===== config.mk =====
export PLATFORM = sky130hd
export DESIGN_NAME = humidity_sensor_bus_master_core
export DESIGN_NICKNAME = d
export VERILOG_FILES = /design/src/sv/hsbm_pkg.sv /design/src/sv/humidity_sensor_bus_master_core.sv
export VERILOG_INCLUDE_DIRS = /design/src /design/src/sv
export SDC_FILE = /design/constraint.sdc
export NUM_CORES = 1
export LEC_CHECK = 0
export BUFFER_PORTS_ARGS = -buffer_cell sky130_fd_sc_hd__buf_2
export CORE_ASPECT_RATIO = 0.75
export CORE_MARGIN = 1.5
export CORE_UTILIZATION = 38
export CTS_CLUSTER_SIZE = 16
export DETAILED_ROUTE_END_ITERATION = 12
export SLEW_MARGIN = 20
export SYNTH_ARGS = -nofsm -noshare
export SYNTH_HDL_FRONTEND = slang
export SYNTH_SLANG_ARGS = --single-unit

===== constraint.sdc =====
create_clock -name clock -period 4.3 [get_ports clock]
set_clock_uncertainty 0.1 [all_clocks]
set_input_delay 0.86 -clock clock [delete_from_list [all_inputs] [get_ports clock]]
set_output_delay 0.86 -clock clock [all_outputs]
set_load 0.01 [all_outputs]

===== src/sv/assert_macros.svh =====
// Assertion macros shared by the RTL of the sensor bus master.
`ifndef ASSERT_MACROS_SVH
`define ASSERT_MACROS_SVH

// Same-cycle implication, disabled while reset is high.
`define ASSERT_IMPLY(label, clk, rst, ante, cons, msg) \
   label: assert property (@(posedge clk) disable iff (rst) (ante) |-> (cons)) \
      else $error(msg);

// Next-cycle implication, disabled while reset is high.
`define ASSERT_NEXT(label, clk, rst, ante, cons, msg) \
   label: assert property (@(posedge clk) disable iff (rst) (ante) |=> (cons)) \
      else $error(msg);

`endif


===== src/sv/hsbm_pkg.sv =====
// Package with the command codes, sensor opcodes and field widths of the sensor bus master.
package hsbm_pkg;

   localparam int CMD_W      = 3;
   localparam int BYTE_W     = 8;
   localparam int VALUE_W    = 16;
   localparam int REQ_DATA_W = 16;
   localparam int RSP_DATA_W = 32;

   // Command selector carried by each request transfer.
   localparam logic [CMD_W-1:0] CMD_NONE         = 3'd0;
   localparam logic [CMD_W-1:0] CMD_TEMPERATURE  = 3'd1;
   localparam logic [CMD_W-1:0] CMD_HUMIDITY     = 3'd2;
   localparam logic [CMD_W-1:0] CMD_READ_STATUS  = 3'd3;
   localparam logic [CMD_W-1:0] CMD_WRITE_STATUS = 3'd4;
   localparam logic [CMD_W-1:0] CMD_SOFT_RESET   = 3'd5;

   // Opcodes sent to the sensor.
   localparam logic [BYTE_W-1:0] OP_MEAS_TEMP     = 8'h03;
   localparam logic [BYTE_W-1:0] OP_MEAS_HUMIDITY = 8'h05;
   localparam logic [BYTE_W-1:0] OP_READ_STATUS   = 8'h07;
   localparam logic [BYTE_W-1:0] OP_WRITE_STATUS  = 8'h06;
   localparam logic [BYTE_W-1:0] OP_SOFT_RESET    = 8'h1e;
   localparam logic [BYTE_W-1:0] OP_NONE          = 8'h00;

   function automatic logic [BYTE_W-1:0] opcode_of(input logic [CMD_W-1:0] cmd);
      logic [BYTE_W-1:0] op;
      unique case (cmd)
         CMD_TEMPERATURE:  op = OP_MEAS_TEMP;
         CMD_HUMIDITY:     op = OP_MEAS_HUMIDITY;
         CMD_READ_STATUS:  op = OP_READ_STATUS;
         CMD_WRITE_STATUS: op = OP_WRITE_STATUS;
         CMD_SOFT_RESET:   op = OP_SOFT_RESET;
         default:          op = OP_NONE;
      endcase
      return op;
   endfunction

   function automatic logic cmd_is_valid(input logic [CMD_W-1:0] cmd);
      return (cmd >= CMD_TEMPERATURE) && (cmd <= CMD_SOFT_RESET);
   endfunction

endpackage


===== src/sv/humidity_sensor_bus_master_core.sv =====
// Tick-driven two-wire temperature and humidity sensor bus master, top level.
// Every request transfer is one bus tick: it may start a command and always carries the
// DATA level sampled in that tick, and it yields exactly one response transfer with the
// SCK level, the DATA release bit, busy, a one-tick done pulse, the acknowledge error
// flag, the 16-bit value read and the raw checksum byte. A command (measure temperature,
// measure humidity, read status, write status, soft reset) is taken only while the
// master is idle; commands during a sequence are ignored. Each tick performs at most
// one pin step, so the caller paces the bus by the rate at which it sends transfers.
// The block takes one transfer per clock cycle: the whole step is computed in one pass
// from the sequencer registers and lands in a response register, and a new request is
// accepted whenever that register is empty or is being emptied in the same cycle, so
// the only thing that slows it down is backpressure on the response side. A measurement
// waits for the sensor to pull DATA low with no timeout; only reset leaves that wait.
// The checksum is passed on unchecked.
`include "assert_macros.svh"

module humidity_sensor_bus_master_core
   import hsbm_pkg::*;
(
   input  logic                  clock,
   input  logic                  reset,
   input  logic                  req_tvalid,
   output logic                  req_tready,
   // Fields from bit 0: command[2:0], write_value[10:3], data_level[11], zero[15:12].
   input  logic [REQ_DATA_W-1:0] req_tdata,
   output logic                  rsp_tvalid,
   input  logic                  rsp_tready,
   // Fields from bit 0: sck_level[0], data_release[1], busy_res[2], done_res[3],
   // ack_error[4], read_value[20:5], checksum_byte[28:21], zero[31:29].
   output logic [RSP_DATA_W-1:0] rsp_tdata
);

   // Sequencer phases.
   localparam int PH_W = 5;
   localparam logic [PH_W-1:0] P_IDLE    = 5'd0;
   localparam logic [PH_W-1:0] P_RST_HI  = 5'd1;
   localparam logic [PH_W-1:0] P_RST_LO  = 5'd2;
   localparam logic [PH_W-1:0] P_S1      = 5'd3;
   localparam logic [PH_W-1:0] P_S2      = 5'd4;
   localparam logic [PH_W-1:0] P_S3      = 5'd5;
   localparam logic [PH_W-1:0] P_S4      = 5'd6;
   localparam logic [PH_W-1:0] P_S5      = 5'd7;
   localparam logic [PH_W-1:0] P_S6      = 5'd8;
   localparam logic [PH_W-1:0] P_TX_BIT  = 5'd9;
   localparam logic [PH_W-1:0] P_TX_HI   = 5'd10;
   localparam logic [PH_W-1:0] P_TX_LO   = 5'd11;
   localparam logic [PH_W-1:0] P_ACK_REL = 5'd12;
   localparam logic [PH_W-1:0] P_ACK_HI  = 5'd13;
   localparam logic [PH_W-1:0] P_ACK_LO  = 5'd14;
   localparam logic [PH_W-1:0] P_WAIT    = 5'd15;
   localparam logic [PH_W-1:0] P_RX_HI   = 5'd16;
   localparam logic [PH_W-1:0] P_RX_LO   = 5'd17;
   localparam logic [PH_W-1:0] P_RX_ACKD = 5'd18;
   localparam logic [PH_W-1:0] P_RX_ACKH = 5'd19;
   localparam logic [PH_W-1:0] P_RX_ACKL = 5'd20;
   localparam logic [PH_W-1:0] P_RX_REL  = 5'd21;

   localparam logic [3:0] BITS_PER_BYTE = 4'd8;
   localparam logic [3:0] RESET_PULSES  = 4'd9;

   // Request fields.
   logic [CMD_W-1:0]  req_command;
   logic [BYTE_W-1:0] req_write_value;
   logic              req_data_level;

   assign req_command     = req_tdata[2:0];
   assign req_write_value = req_tdata[10:3];
   assign req_data_level  = req_tdata[11];

   // Sequencer state.
   logic [PH_W-1:0]    phase_ff, phase_in;
   logic [3:0]         bit_count_ff, bit_count_in;
   logic [1:0]         byte_count_ff, byte_count_in;
   logic [BYTE_W-1:0]  shift_ff, shift_in;
   logic [VALUE_W-1:0] value_ff, value_in;
   logic [BYTE_W-1:0]  check_ff, check_in;
   logic               error_ff, error_in;
   logic [CMD_W-1:0]   active_op_ff, active_op_in;
   logic [BYTE_W-1:0]  held_value_ff, held_value_in;
   logic [3:0]         pulse_count_ff, pulse_count_in;
   logic               sck_ff, sck_in;
   logic               data_ff, data_in;
   logic               done_in;

   // Response register.
   logic                  rsp_tvalid_ff;
   logic [RSP_DATA_W-1:0] rsp_tdata_ff, rsp_tdata_in;

   logic req_accept;
   logic finish;
   logic last_byte;

   assign req_tready = !rsp_tvalid_ff || rsp_tready;
   assign req_accept = req_tvalid && req_tready;

   // The final byte is the checksum: after one data byte for status, two for measurements.
   assign last_byte = (active_op_ff == CMD_READ_STATUS) ? (byte_count_ff >= 2'd1)
                                                        : (byte_count_ff >= 2'd2);

   always_comb begin
      phase_in       = phase_ff;
      bit_count_in   = bit_count_ff;
      byte_count_in  = byte_count_ff;
      shift_in       = shift_ff;
      value_in       = value_ff;
      check_in       = check_ff;
      error_in       = error_ff;
      active_op_in   = active_op_ff;
      held_value_in  = held_value_ff;
      pulse_count_in = pulse_count_ff;
      sck_in         = sck_ff;
      data_in        = data_ff;
      finish         = 1'b0;

      unique case (phase_ff)
         P_IDLE: begin
            sck_in  = 1'b0;
            data_in = 1'b1;
            if (cmd_is_valid(req_command)) begin
               active_op_in   = req_command;
               held_value_in  = req_write_value;
               error_in       = 1'b0;
               value_in       = '0;
               check_in       = '0;
               bit_count_in   = '0;
               byte_count_in  = '0;
               pulse_count_in = '0;
               shift_in       = opcode_of(req_command);
               phase_in       = (req_command == CMD_SOFT_RESET) ? P_RST_HI : P_S1;
            end
         end
         P_RST_HI: begin
            sck_in   = 1'b1;
            phase_in = P_RST_LO;
         end
         P_RST_LO: begin
            // Nine full SCK pulses with DATA released, then the start pattern.
            sck_in         = 1'b0;
            pulse_count_in = pulse_count_ff + 4'd1;
            phase_in       = (pulse_count_in >= RESET_PULSES) ? P_S1 : P_RST_HI;
         end
         P_S1: begin
            sck_in   = 1'b1;
            phase_in = P_S2;
         end
         P_S2: begin
            data_in  = 1'b0;
            phase_in = P_S3;
         end
         P_S3: begin
            sck_in   = 1'b0;
            phase_in = P_S4;
         end
         P_S4: begin
            sck_in   = 1'b1;
            phase_in = P_S5;
         end
         P_S5: begin
            data_in  = 1'b1;
            phase_in = P_S6;
         end
         P_S6: begin
            sck_in       = 1'b0;
            bit_count_in = '0;
            phase_in     = P_TX_BIT;
         end
         P_TX_BIT: begin
            data_in  = shift_ff[BYTE_W-1];
            phase_in = P_TX_HI;
         end
         P_TX_HI: begin
            sck_in   = 1'b1;
            phase_in = P_TX_LO;
         end
         P_TX_LO: begin
            sck_in       = 1'b0;
            shift_in     = {shift_ff[BYTE_W-2:0], 1'b0};
            bit_count_in = bit_count_ff + 4'd1;
            phase_in     = (bit_count_in >= BITS_PER_BYTE) ? P_ACK_REL : P_TX_BIT;
         end
         P_ACK_REL: begin
            data_in  = 1'b1;
            phase_in = P_ACK_HI;
         end
         P_ACK_HI: begin
            sck_in   = 1'b1;
            phase_in = P_ACK_LO;
         end
         P_ACK_LO: begin
            sck_in       = 1'b0;
            bit_count_in = '0;
            if (req_data_level) begin
               error_in = 1'b1;
            end
            priority if (active_op_ff == CMD_WRITE_STATUS) begin
               if (byte_count_ff == 2'd0) begin
                  byte_count_in = 2'd1;
                  shift_in      = held_value_ff;
                  phase_in      = P_TX_BIT;
               end else begin
                  finish = 1'b1;
               end
            end else if (active_op_ff == CMD_READ_STATUS) begin
               byte_count_in = '0;
               phase_in      = P_RX_HI;
            end else if (active_op_ff == CMD_TEMPERATURE ||
                         active_op_ff == CMD_HUMIDITY) begin
               byte_count_in = '0;
               phase_in      = P_WAIT;
            end else begin
               finish = 1'b1;
            end
         end
         P_WAIT: begin
            if (!req_data_level) begin
               phase_in = P_RX_HI;
            end
         end
         P_RX_HI: begin
            sck_in   = 1'b1;
            phase_in = P_RX_LO;
         end
         P_RX_LO: begin
            sck_in       = 1'b0;
            shift_in     = {shift_ff[BYTE_W-2:0], req_data_level};
            bit_count_in = bit_count_ff + 4'd1;
            phase_in     = (bit_count_in >= BITS_PER_BYTE) ? P_RX_ACKD : P_RX_HI;
         end
         P_RX_ACKD: begin
            data_in  = last_byte;
            phase_in = P_RX_ACKH;
         end
         P_RX_ACKH: begin
            sck_in   = 1'b1;
            phase_in = P_RX_ACKL;
         end
         P_RX_ACKL: begin
            sck_in   = 1'b0;
            phase_in = P_RX_REL;
         end
         P_RX_REL: begin
            data_in = 1'b1;
            if (last_byte) begin
               check_in = shift_ff;
               finish   = 1'b1;
            end else begin
               priority if (active_op_ff == CMD_READ_STATUS) begin
                  value_in = {{(VALUE_W-BYTE_W){1'b0}}, shift_ff};
               end else if (byte_count_ff == 2'd0) begin
                  value_in = {shift_ff, value_ff[BYTE_W-1:0]};
               end else begin
                  value_in = {value_ff[VALUE_W-1:BYTE_W], shift_ff};
               end
               byte_count_in = byte_count_ff + 2'd1;
               bit_count_in  = '0;
               phase_in      = P_RX_HI;
            end
         end
         default: begin
            finish = 1'b1;
         end
      endcase

      if (finish) begin
         phase_in = P_IDLE;
         sck_in   = 1'b0;
         data_in  = 1'b1;
      end
      done_in = finish;
   end

   assign rsp_tdata_in = {3'b000, check_in, value_in, error_in, done_in,
                          (phase_in != P_IDLE), data_in, sck_in};

   always_ff @(posedge clock) begin
      if (reset) begin
         phase_ff       <= P_IDLE;
         bit_count_ff   <= '0;
         byte_count_ff  <= '0;
         shift_ff       <= '0;
         value_ff       <= '0;
         check_ff       <= '0;
         error_ff       <= 1'b0;
         active_op_ff   <= CMD_NONE;
         held_value_ff  <= '0;
         pulse_count_ff <= '0;
         sck_ff         <= 1'b0;
         data_ff        <= 1'b1;
         rsp_tvalid_ff  <= 1'b0;
      end else begin
         if (req_accept) begin
            phase_ff       <= phase_in;
            bit_count_ff   <= bit_count_in;
            byte_count_ff  <= byte_count_in;
            shift_ff       <= shift_in;
            value_ff       <= value_in;
            check_ff       <= check_in;
            error_ff       <= error_in;
            active_op_ff   <= active_op_in;
            held_value_ff  <= held_value_in;
            pulse_count_ff <= pulse_count_in;
            sck_ff         <= sck_in;
            data_ff        <= data_in;
            rsp_tvalid_ff  <= 1'b1;
         end else if (rsp_tready) begin
            rsp_tvalid_ff  <= 1'b0;
         end
      end
   end

   always_ff @(posedge clock) begin
      if (req_accept) begin
         rsp_tdata_ff <= rsp_tdata_in;
      end
   end

   assign rsp_tvalid = rsp_tvalid_ff;
   assign rsp_tdata  = rsp_tdata_ff;

   `ASSERT_IMPLY(a_done_not_busy, clock, reset, rsp_tvalid_ff && rsp_tdata_ff[3], !rsp_tdata_ff[2], "done pulse while still busy")
   `ASSERT_IMPLY(a_idle_pins, clock, reset, phase_ff == P_IDLE, !sck_ff && data_ff, "idle bus pins not at rest")
   `ASSERT_NEXT(a_cmd_starts, clock, reset, req_accept && phase_ff == P_IDLE && req_command >= CMD_TEMPERATURE && req_command <= CMD_SOFT_RESET, phase_ff != P_IDLE, "accepted command did not start a sequence")
   `ASSERT_NEXT(a_err_only_on_ack, clock, reset, req_accept && !error_ff && phase_ff != P_ACK_LO, !error_ff, "ack error set outside the acknowledge clock")

endmodule

==> impl_summary.txt <==
----------------------------------------------------
[Finish]
  Fill cell total of the finished layout ... about 1,100
  Proportion of layout cells with a drive suffix above 1 ... about 17%
  Net total in the final layout ... around 540
  Most common library cell in the layout ignoring fill and taps ... sky130_fd_sc_hd__dfxtp_1
  Area delta synth->final ... 14.6%
  Post-route cell area ... approximately 0.0053 sq mm
  Diode insertion count for antenna repair ... 0
  Most frequent cells in the layout ... 62 x sky130_fd_sc_hd__dfxtp_1, 48 x sky130_fd_sc_hd__a22o_1, 46 x sky130_fd_sc_hd__buf_2

[Clock tree]
  Deepest clock path buffer count ... 2
  Clk sink count ... about 90
  Clock tree from TritonCTS ... built
  CTS HTree Levels ... 3
  Quantity of gates resized following cts ... 0
  Root buffer cell ... sky130_fd_sc_hd__clkbuf_16
  TritonCTS Buffers ... 9
  Source-to-sink clock delay at the later pin of the worst-skew pair ... 0.34 ns
  Clock-pin slew on the worst setup and hold paths ... about 0.060 ns
  Buffers inserted during post-CTS setup optimization ... 0
  Quantity of hold-fixing buffers added after cts ... 0

[Run]
  Number of max-capacitance violations reported ... 0

[Drt]
  Detailed-router iteration count before antenna repair ... 5
  Via/cell ratio ... 5.77
  Total number of vias ... 3,927
  Routed WL per cell ... 16.7 um
  Number of DRC violations after detailed-routing iteration 0 ... roughly 300
  Overall routed net length ... roughly 11,000 um
  Post-route antenna net violation count ... 0
  Drc violations ... 0

[Floorplan]
  Die Y-Extent ... 98.3 um
  Count of standard-cell rows ... 34
  Core Footprint ... between 0.01 and 0.015 sq mm
  Initial core utilization ... 39.3%
  Floorplan die area ... 0.0128 sq mm
  Overall die width ... around 130 um
  Num ports ... 54

[Global routing]
  Overall fraction of global-route tracks in use ... between 10% and 20%
  Global route overflow ... 0
  Largest net degree at the start of global routing ... 36
  First-pass GRT wire length ... 18,300 um
  Vias in the first global route ... 3,452
  Number of antenna violations at the first check in global routing ... 0

[Setup path]
  Start-to-end type of the worst setup path ... reg2reg
  Worst flop-to-flop path startpoint ... phase_ff[2]$_SDFFE_PP0P_
  Worst R2R Path Depth ... 5
  Top fanout value on the critical path ... 23
  Worst path arrival time ... 3.30 ns
  Critical path capture point type ... register
  Worst reg2reg path endpoint ... pulse_count_ff[0]$_SDFFE_PP0P_
  Data required time of the worst path ... 4.44 ns
  Slack of the worst reg-to-reg path ... approximately 1.1 ns
  Startpoint Class ... register

[STA]
  Slew at the pin closest to its max-slew limit ... 1.08 ns
  Fin crit period ... 3.16 ns
  Count of final hold-check violations ... 0
  Worst Hold Margin ... 0.365 ns
  Worst slew slack as a fraction of its limit ... 27.6%
  Aggregate negative setup slack ... 0 ns
  Unrepaired setup endpoints after global routing ... false
  Fraction of the cycle the final worst path needs ... about three quarters
  Finish-stage setup viols ... 0
  Fmax ... 317 MHz
  Final count of pins violating max slew ... 0

[Placement]
  Post-detail-place hpwl ... 7770 um
  Routability congestion estimate ... 0.889
  PortBufs ... 46
  Placement-stage cell area ... 0.00492 sq mm

[Power]
  Logic gate share of total power ... 17.7%
  Switching power total ... 666 uW
  Proportion of total power due to net switching ... 28.8%
  Post-route total power ... between 2000 and 2500 uW
  Leak pwr ... 0.00190 uW
  Portion of total power attributed to sequential cells ... 42.8%
  P_int ... 1650 uW
  Clock network power share ... between 30% and 40%
  Worst ir drop on vdd ... 256 uV
  Areal power density over the cells ... 439 mW/mm^2

[Synthesis]
  Share of Yosys cell area claimed by the top area cell type ... 27.0%
  Synth Area in Compound Gates ... about a quarter
  Fraction of synthesized area in multiplexers ... 2.39%
  Netlist area before placement ... 0.00460 sq mm
  Predominant post-synthesis flop cell ... sky130_fd_sc_hd__dfxtp_1
  Main combinational cell family by area after synthesis ... compound AO/OA/AOI/OAI gates
  Area fraction in and, or, nand and nor cells after synthesis ... 17.4%
  Part of the Yosys area used for sequential elements ... between 40 and 50%
  Number of flops mapped to enable cells by yosys ... 29
  Leading post-synthesis cells by cell area ... sky130_fd_sc_hd__dfxtp_1 27%, sky130_fd_sc_hd__edfxtp_1 19%, sky130_fd_sc_hd__a22o_1 9.1%
  Adder-cell share of the synthesized area ... 1.36%
  Async SR Flop Fraction ... 0%
  XOR/XNOR Fraction of Synth Area ... under 10%
  Synthesized flop and latch total ... slightly above 90
  Leading area contributor after synthesis ... sky130_fd_sc_hd__dfxtp_1
  Yosys cell types ... 67
  Count of warnings emitted by yosys ... 0
  Gate count after technology mapping ... 492
  Mean instance size in the synthesized netlist ... 9.35 sq um

[Hold path]
  Worst hold path class ... reg2reg
  Min-Delay Startpoint ... held_value_ff[1]$_SDFFE_PP0P_
  Cells on Worst Hold Path ... 2
  Hold EP ... held_value_ff[1]$_SDFFE_PP0P_

[Run status]
  Outcome ... finished clean

----------------------------------------------------
-- cell families after synthesis --
logic type,Yosys count
mux,11
flops,91
simple gates,148
xor+xnor,6
fa+ha+maj,5
other cells,1
compound gates,170
buf+inv,60
-- per-layer routing --
layer | up-vias | global-route usage, % | routed length, um
met1 | 1885 | 28.6 | 5770
li1 | 1901 | - | -
met3 | 12 | 4.82 | 831
met4 | 0 | 4.79 | 131
met2 | 129 | 25.0 | 4630
met5 | - | 0 | 0
-- state kept, by name, indices dropped and copies added (netlist names) --
signal,flops
check_ff,8
error_ff,1
phase_ff,5
sck_ff,1
value_ff,16
shift_ff,8
byte_count_ff,2
rsp_tvalid,1
bit_count_ff,4
held_value_ff,8
data_ff,1
rsp_tdata,29
pulse_count_ff,4
active_op_ff,3
-- how the worst max path moves through the flow --
stage	slack, ns	start	cells past startpoint	end
2_1_floorplan	1.41	rsp_tready	5	data_ff$_SDFFE_PP1P_
3_3_place_gp	1.22	req_tdata[2]	6	pulse_count_ff[0]$_SDFFE_PP0P_
3_5_place_dp	1.15	req_tdata[2]	6	pulse_count_ff[0]$_SDFFE_PP0P_
4_1_cts	1.16	phase_ff[2]$_SDFFE_PP0P_	5	pulse_count_ff[0]$_SDFFE_PP0P_
5_1_grt	0.96	phase_ff[2]$_SDFFE_PP0P_	5	pulse_count_ff[0]$_SDFFE_PP0P_
6_report	1.14	phase_ff[2]$_SDFFE_PP0P_	5	pulse_count_ff[0]$_SDFFE_PP0P_
-- through the flow --
stage	setup WS, ns	util [%]	instances
3_3_place_gp	1.22	42.1	665
4_1_cts	1.16	45.0	681
3_5_place_dp	1.15	42.1	665
2_1_floorplan	1.41	-	494
5_1_grt	0.958	45.0	681
6_report	1.14	45.0	681
-- power groups by stage --
stage	clock network [uW]	registers [uW]	logic, uW
after floorplan	0	970	332
after global placement	0	1010	400
after detailed placement	0	1010	407
after CTS	934	989	409
after global routing	972	997	456
final	913	990	410
-- cell usage after synthesis (4+ instances only) --
master                     count
sky130_fd_sc_hd__dfxtp_1      62
sky130_fd_sc_hd__a22o_1       48
sky130_fd_sc_hd__nand2_1      40
sky130_fd_sc_hd__a21oi_1      35
sky130_fd_sc_hd__o21ai_0      35
sky130_fd_sc_hd__edfxtp_1     29
sky130_fd_sc_hd__nand3_1      29
sky130_fd_sc_hd__clkbuf_1     27
sky130_fd_sc_hd__nor2_1       22
sky130_fd_sc_hd__buf_2        12
sky130_fd_sc_hd__inv_1        11
sky130_fd_sc_hd__mux2i_1      11
sky130_fd_sc_hd__nor3_1        7
sky130_fd_sc_hd__o21a_1        7
sky130_fd_sc_hd__a211oi_1      6
sky130_fd_sc_hd__buf_1         6
sky130_fd_sc_hd__or3_1         6
sky130_fd_sc_hd__ha_1          5
sky130_fd_sc_hd__nor2b_1       5
sky130_fd_sc_hd__a31oi_1       4
sky130_fd_sc_hd__nor4_1        4
-- critical path, stage by stage, from the launching register on --
cell and delay (ns):
sky130_fd_sc_hd__dfxtp_1 0.56, sky130_fd_sc_hd__or4_4 0.57, sky130_fd_sc_hd__nor4_4 0.79, sky130_fd_sc_hd__nand2_1 0.53
sky130_fd_sc_hd__and3_1 0.33, sky130_fd_sc_hd__o21a_1 0.17
-- cell type report --
| class | instances | area (sq um) | area share, % |
|---|---|---|---|
| clock buffers | 9 | 225 | 4.27 |
| clock inverters | 7 | 123 | 2.33 |
| inverters | 12 | 45.0 | 0.855 |
| multi-input cells | 343 | 2250 | 42.7 |
| flip-flops and latches | 91 | 2110 | 40.1 |
| well taps | 162 | 203 | 3.85 |
| repair buffers | 57 | 313 | 5.94 |
Power figures use the tool's default switching activity.
